===== src/design/mtsf_pkg.sv =====
// ----------------------------------------------------------------------------
// mtsf_pkg
// Shared types and constants for the MT19937 first-four-words seeding block.
// ----------------------------------------------------------------------------
package mtsf_pkg;

  // Word width of the generator
  localparam int unsigned WordW = 32;

  // Initialization recurrence
  localparam logic [WordW-1:0] InitMult = 32'd1812433253;
  localparam int unsigned      LastWord = 400;
  localparam int unsigned      FarOffset = 397;
  localparam int unsigned      NumOut    = 4;

  // Step counter holds 0..LastWord
  localparam int unsigned CntW = $clog2(LastWord + 1);

  // Twist constants
  localparam logic [WordW-1:0] TwistMat  = 32'h9908_B0DF;
  localparam logic [WordW-1:0] UpperBit  = 32'h8000_0000;
  localparam logic [WordW-1:0] LowerBits = 32'h7FFF_FFFF;

  // Tempering masks
  localparam logic [WordW-1:0] TemperB = 32'h9d2c_5680;
  localparam logic [WordW-1:0] TemperC = 32'hefc6_0000;

  // Input transfer payload
  typedef struct packed {
    logic [WordW-1:0] seed_low;
    logic [WordW-1:0] base_offset;
  } in_t;

  // Result transfer payload
  typedef struct packed {
    logic [WordW-1:0] word0;
    logic [WordW-1:0] word1;
    logic [WordW-1:0] word2;
    logic [WordW-1:0] word3;
  } out_t;

  // Sequencer states
  typedef enum logic [2:0] {
    ST_IDLE = 3'b001,
    ST_INIT = 3'b010,
    ST_FIN  = 3'b100
  } state_t;

endpackage


===== src/design/mtsf_twist.sv =====
// ----------------------------------------------------------------------------
// mtsf_twist
// Twists one state word against its neighbor and far word, then tempers it.
// ----------------------------------------------------------------------------
module mtsf_twist (
  input  logic [mtsf_pkg::WordW-1:0] w_cur,
  input  logic [mtsf_pkg::WordW-1:0] w_next,
  input  logic [mtsf_pkg::WordW-1:0] w_far,
  output logic [mtsf_pkg::WordW-1:0] word
);

  logic [mtsf_pkg::WordW-1:0] y;
  logic [mtsf_pkg::WordW-1:0] mag;
  logic [mtsf_pkg::WordW-1:0] t0;
  logic [mtsf_pkg::WordW-1:0] t1;
  logic [mtsf_pkg::WordW-1:0] t2;
  logic [mtsf_pkg::WordW-1:0] t3;

  // Twist: top bit of current word, low bits of the next
  assign y   = (w_cur & mtsf_pkg::UpperBit) | (w_next & mtsf_pkg::LowerBits);
  assign mag = y[0] ? mtsf_pkg::TwistMat : '0;
  assign t0  = w_far ^ (y >> 1) ^ mag;

  // Tempering
  assign t1   = t0 ^ (t0 >> 11);
  assign t2   = t1 ^ ((t1 << 7) & mtsf_pkg::TemperB);
  assign t3   = t2 ^ ((t2 << 15) & mtsf_pkg::TemperC);
  assign word = t3 ^ (t3 >> 18);

endmodule


===== src/design/mt19937_seed_first_four_words.sv =====
// ----------------------------------------------------------------------------
// mt19937_seed_first_four_words
// Seeds a 32-bit Mersenne Twister and returns its first four tempered outputs.
// ----------------------------------------------------------------------------
// On its transfer an item's seed sum is loaded as state word 0; the
// initialization recurrence then runs through state words 1..400 on a single
// 32x32 multiplier (one state word per cycle, each depending on the one
// before). A finishing step, which waits while an earlier result still sits
// stalled in the output register, then twists and tempers the four output
// words into that register. The input stalls from the transfer until that
// finishing step is done, so a new item is not taken before the last one has
// reached the output register. A finished result waits in that register, so the
// next item can be taken while the previous result is still held. Only state words
// 0..4 and 397..400 are kept, in two short shift lines.
module mt19937_seed_first_four_words (
  input  logic             clk,
  input  logic             rst_n,
  input  logic             in_valid,
  output logic             in_stall,
  input  mtsf_pkg::in_t    in_data,
  output logic             out_valid,
  input  logic             out_stall,
  output mtsf_pkg::out_t   out_data
);

  localparam int unsigned HeadN = mtsf_pkg::NumOut + 1;
  localparam int unsigned TailN = mtsf_pkg::LastWord - mtsf_pkg::FarOffset + 1;

  mtsf_pkg::state_t state_r, state_nxt;
  logic [mtsf_pkg::CntW-1:0]  cnt_r, cnt_nxt;
  logic [mtsf_pkg::WordW-1:0] w_r, w_nxt;
  logic [mtsf_pkg::WordW-1:0] head_r [HeadN];
  logic [mtsf_pkg::WordW-1:0] tail_r [TailN];
  logic                       out_valid_r, out_valid_nxt;
  mtsf_pkg::out_t             out_r;
  mtsf_pkg::out_t             res;

  logic [mtsf_pkg::WordW-1:0] mix;
  logic [mtsf_pkg::WordW-1:0] prod;
  logic [mtsf_pkg::WordW-1:0] twisted [mtsf_pkg::NumOut];
  logic in_xfer, out_xfer, load_out;

  assign in_xfer  = in_valid && !in_stall;
  assign out_xfer = out_valid_r && !out_stall;
  assign load_out = (state_r == mtsf_pkg::ST_FIN) && (!out_valid_r || !out_stall);

  assign in_stall  = (state_r != mtsf_pkg::ST_IDLE);
  assign out_valid = out_valid_r;
  assign out_data  = out_r;

  // Shared multiplier: one recurrence step per cycle
  assign mix   = w_r ^ (w_r >> 30);
  assign prod  = mtsf_pkg::InitMult * mix;
  assign w_nxt = prod + {{(mtsf_pkg::WordW - mtsf_pkg::CntW){1'b0}}, cnt_r};

  // Sequencer
  always_comb begin
    state_nxt     = state_r;
    cnt_nxt       = cnt_r;
    out_valid_nxt = out_valid_r;
    if (out_xfer) begin
      out_valid_nxt = 1'b0;
    end
    case (state_r)
      mtsf_pkg::ST_IDLE: begin
        if (in_xfer) begin
          state_nxt = mtsf_pkg::ST_INIT;
          cnt_nxt   = mtsf_pkg::CntW'(1);
        end
      end
      mtsf_pkg::ST_INIT: begin
        if (cnt_r == mtsf_pkg::CntW'(mtsf_pkg::LastWord)) begin
          state_nxt = mtsf_pkg::ST_FIN;
        end else begin
          cnt_nxt = cnt_r + 1'b1;
        end
      end
      mtsf_pkg::ST_FIN: begin
        if (load_out) begin
          state_nxt     = mtsf_pkg::ST_IDLE;
          out_valid_nxt = 1'b1;
        end
      end
      default: begin
        state_nxt = mtsf_pkg::ST_IDLE;
      end
    endcase
  end

  always_ff @(posedge clk) begin
    if (!rst_n) begin
      state_r     <= mtsf_pkg::ST_IDLE;
      cnt_r       <= '0;
      out_valid_r <= 1'b0;
    end else begin
      state_r     <= state_nxt;
      cnt_r       <= cnt_nxt;
      out_valid_r <= out_valid_nxt;
    end
  end

  // Running state word and the two capture lines
  always_ff @(posedge clk) begin
    if (in_xfer) begin
      w_r                <= in_data.seed_low + in_data.base_offset;
      head_r[HeadN-1]    <= in_data.seed_low + in_data.base_offset;
    end else if (state_r == mtsf_pkg::ST_INIT) begin
      w_r <= w_nxt;
      if (cnt_r <= mtsf_pkg::CntW'(mtsf_pkg::NumOut)) begin
        for (int k = 0; k < HeadN - 1; k++) begin
          head_r[k] <= head_r[k+1];
        end
        head_r[HeadN-1] <= w_nxt;
      end
      if (cnt_r >= mtsf_pkg::CntW'(mtsf_pkg::FarOffset)) begin
        for (int k = 0; k < TailN - 1; k++) begin
          tail_r[k] <= tail_r[k+1];
        end
        tail_r[TailN-1] <= w_nxt;
      end
    end
  end

  // Twist and temper the four output words
  for (genvar g = 0; g < mtsf_pkg::NumOut; g++) begin : g_twist
    mtsf_twist u_twist (
      .w_cur  (head_r[g]),
      .w_next (head_r[g+1]),
      .w_far  (tail_r[g]),
      .word   (twisted[g])
    );
  end

  always_comb begin
    res.word0 = twisted[0];
    res.word1 = twisted[1];
    res.word2 = twisted[2];
    res.word3 = twisted[3];
  end

  // Output register
  always_ff @(posedge clk) begin
    if (load_out) begin
      out_r <= res;
    end
  end

  // Assertions
  a_start: assert property (@(posedge clk) disable iff (!rst_n)
    in_xfer |=> (state_r == mtsf_pkg::ST_INIT) && (cnt_r == mtsf_pkg::CntW'(1)))
    else $error("recurrence did not start at step one");

  a_init_range: assert property (@(posedge clk) disable iff (!rst_n)
    (state_r == mtsf_pkg::ST_INIT) |->
      (cnt_r >= mtsf_pkg::CntW'(1)) && (cnt_r <= mtsf_pkg::CntW'(mtsf_pkg::LastWord)))
    else $error("step counter out of range");

  a_fin_count: assert property (@(posedge clk) disable iff (!rst_n)
    (state_r == mtsf_pkg::ST_FIN) |-> (cnt_r == mtsf_pkg::CntW'(mtsf_pkg::LastWord)))
    else $error("finish reached before the last state word");

  a_out_src: assert property (@(posedge clk) disable iff (!rst_n)
    $rose(out_valid_r) |-> $past(state_r == mtsf_pkg::ST_FIN))
    else $error("result raised outside the finish step");

endmodule

===== config.mk =====
export PLATFORM = sky130hd
export DESIGN_NAME = mt19937_seed_first_four_words
export DESIGN_NICKNAME = d
export VERILOG_FILES = /design/src/design/mtsf_pkg.sv /design/src/design/mtsf_twist.sv /design/src/design/mt19937_seed_first_four_words.sv
export SDC_FILE = /design/constraint.sdc
export NUM_CORES = 1
export LEC_CHECK = 0
export BUFFER_PORTS_ARGS = -buffer_cell sky130_fd_sc_hd__clkbuf_2
export CAP_MARGIN = 20
export CELL_PAD_IN_SITES_DETAIL_PLACEMENT = 0
export CELL_PAD_IN_SITES_GLOBAL_PLACEMENT = 2
export CORE_ASPECT_RATIO = 0.7
export CORE_UTILIZATION = 23
export DETAILED_ROUTE_END_ITERATION = 7
export PLACE_DENSITY = 0.53
export REMOVE_ABC_BUFFERS = 1
export SYNTH_ARGS = -nofsm -noshare
export SYNTH_HDL_FRONTEND = slang
export SYNTH_SLANG_ARGS = --single-unit

===== constraint.sdc =====
create_clock -name clk -period 11.95 [get_ports clk]
set_clock_uncertainty 0.2 [all_clocks]
set_input_delay 0.5975 -clock clk [delete_from_list [all_inputs] [get_ports clk]]
set_output_delay 0.5975 -clock clk [all_outputs]
set_load 0.03 [all_outputs]

==> impl_metrics.env <==
export IMPL_status="finished, final reports clean"
export IMPL_clkSlewWorstSetupHoldPaths_ns=0.08
export IMPL_ys_seq_elements=430
export IMPL_start_util_pct=23.3
export IMPL_area_growth_pct=16.2
export IMPL_portBuffers=197
export IMPL_period_minus_slack_ns=7.94
export IMPL_cts_setup_buffers=0
export IMPL_startpoint_type="flip-flop"
export IMPL_synth_largest_area_cell="edfxtp_1"
export IMPL_ys_warnings_count=0
export IMPL_rr_startpoint="w_r[31]"
export IMPL_cts_root_buf="clkbuf_16"
export IMPL_grt_ovfl_total=0
export IMPL_rr_worst_depth=26
export IMPL_htreeDepth=2
export IMPL_worst_pin_slew_ns=1.17
export IMPL_cp_slowest_cell="xor2_1"
export IMPL_cts_resized=0
export IMPL_hold_viol_final=0
export IMPL_first_global_vias=17505
export IMPL_groute_usage_overall_pct=14.0
export IMPL_floorplan_die_area_um2=120000
export IMPL_syn_area_um2=27300
export IMPL_rrSetupSlack_ns=4.01
export IMPL_coreArea_um2=117000
export IMPL_viasPerCell=4.10
export IMPL_drive_gt1_share_pct=13.3
export IMPL_rows=105
export IMPL_synth_seq_area_share_pct=46.8
export IMPL_grt_max_degree=129
export IMPL_slew_headroom_pct=21.7
export IMPL_rsz0062_at_grt="false"
export IMPL_synth_common_cells="edfxtp_1 (417), xnor2_1 (357), inv_1 (280), ha_1 (272), fa_1 (153)"
export IMPL_die_w_um=414
export IMPL_clockBufferDepth=3
export IMPL_fp_dieH_um=290
export IMPL_pin_count=198
export IMPL_cp_arrival_ns=8.04
export IMPL_finalSetupTns_ns=0
export IMPL_clkLatencyLatePin_ns=0.60
export IMPL_cts_tree="built"
export IMPL_drc=0
export IMPL_hp_class="in -> reg"
export IMPL_place_congestion=0.832
export IMPL_synth_cells=2092
export IMPL_yosysTopAreaCellShare_pct=45.9
export IMPL_fin_crit_sh_pct=66.4
export IMPL_ys_types=69
export IMPL_wire_per_inst_um=21.3
export IMPL_synth_edf_count=417
export IMPL_async_flop_share_pct=0
export IMPL_max_stage_delay_ns=0.88
export IMPL_cts_sinks=430
export IMPL_antenna_found_initial=3
export IMPL_dr_first_iter_drc_count=1096
export IMPL_endpoint_kind="flip-flop"
export IMPL_synth_area_top_cells="edfxtp_1 (46%), ha_1 (12%), xnor2_1 (11%), fa_1 (11%), xor2_1 (4.4%)"
export IMPL_post_synth_top_count_cell="edfxtp_1"
export IMPL_postSynthAreaPerCell_um2=13.1
export IMPL_worst_setup_path_type="reg -> reg"
export IMPL_required_ns=12.05
export IMPL_firstDrtPassIters=5
export IMPL_antenna_left=0
export IMPL_nNetsFinal=2824
export IMPL_ys_flop_type="edfxtp_1"
export IMPL_cp_startpoint="w_r[31]"
export IMPL_crit_path_end="head_r[0][156]"
export IMPL_cts_buffers=43
export IMPL_crit_top_cell="inv_1"
export IMPL_setup_violations=0
export IMPL_maxCapViolCount=0
export IMPL_wl_um=83500
export IMPL_cp_max_fo=8
export IMPL_grt_pass1_wl_um=122000
export IMPL_dp_hpwl_um=69100
export IMPL_drv_slew=0
export IMPL_via_count=16049
export IMPL_holdBufCountCts=0
export IMPL_fmax_mhz=126
export IMPL_timing_rr_end="head_r[0][156]"
cell usage in the layout (no fill, tap or decap), types with 11 or more instances in the layout:
master and n:
edfxtp_1 417, nor2_1 47, a21oi_1 56, dfxtp_1 13, ha_1 272, o21ai_1 23, nand2_1 82, o21ai_0 44
o21bai_1 12, clkbuf_2 197, inv_1 280, xnor2_1 357, fa_1 153, nor3_1 11, buf_4 16, xor2_1 138
a21o_1 25, clkbuf_16 44
layout make-up:
class,instances,area [um^2]
Fill cell,12284,85700
Multi-Input combinational cell,1360,13400
Sequential cell,430,12800
Tap cell,1551,1940
Timing Repair Buffer,215,1130
Clock buffer,51,1130
Inverter,281,1060
Clock inverter,28,292
Antenna cell,1,2.50
routing by layer:
metal	GRT usage (%)	wire length, um	vias up
li1	-	-	7606
met1	20.8	42000	8084
met2	20.9	35600	303
met3	3.12	4910	56
met4	1.95	897	0
met5	0	0	-
worst max-delay path: cells and delay by family, from the launching register on:
family          cells  cell delay (ns)
compound gates      6             1.22
xor+xnor            3             1.43
fa+ha+maj           9             3.42
buf+inv             6             0.46
flops               1             0.50
mux                 1             0.11
simple gates        1             0.29
state kept, by name (all words and copies together) (netlist names):
register / cells
state_r: 3
out_valid: 1
tail_r: 128
cnt_r: 9
out_data: 128
head_r: 129
w_r: 32
worst min path at each step:
stage                   start              to  slack, ns  cells after the start
6_report                rst_n      state_r[0]       0.06                      2
5_1_grt                 rst_n      state_r[0]       0.07                      2
4_1_cts                 rst_n      state_r[0]       0.03                      2
3_5_place_dp    head_r[0][65]   head_r[0][33]       0.25                      0
3_3_place_gp    head_r[0][84]   head_r[0][52]       0.25                      0
2_1_floorplan  head_r[0][159]  head_r[0][127]       0.20                      0
stage by stage:
stage / instance area, um^2 / setup slack, ns / cells / hold slack, ns / utilization (%)
global route: 31700 / 3.61 / 3916 / 0.0678 / 27.0
CTS: 31700 / 4.01 / 3914 / 0.0271 / 27.0
finish: 31700 / 4.01 / 3917 / 0.0598 / 27.0
global placement: 30300 / 4.07 / 3834 / 0.255 / 25.8
floorplan: 27200 / 0.824 / 2071 / 0.200 / -
detailed placement: 30300 / 4.05 / 3835 / 0.254 / 25.8
logic make-up after synthesis:
| kind of cell | Yosys count | synth area share, % |
|---|---|---|
| buf+inv | 302 | 4.27 |
| xor+xnor | 495 | 15.9 |
| fa+ha+maj | 425 | 23.7 |
| simple gates | 199 | 3.40 |
| flops | 430 | 46.8 |
| compound gates | 223 | 5.26 |
| mux | 18 | 0.706 |
Power is not shown: default switching activity piles up to over one toggle a cycle in this logic, so the estimate is an artifact.
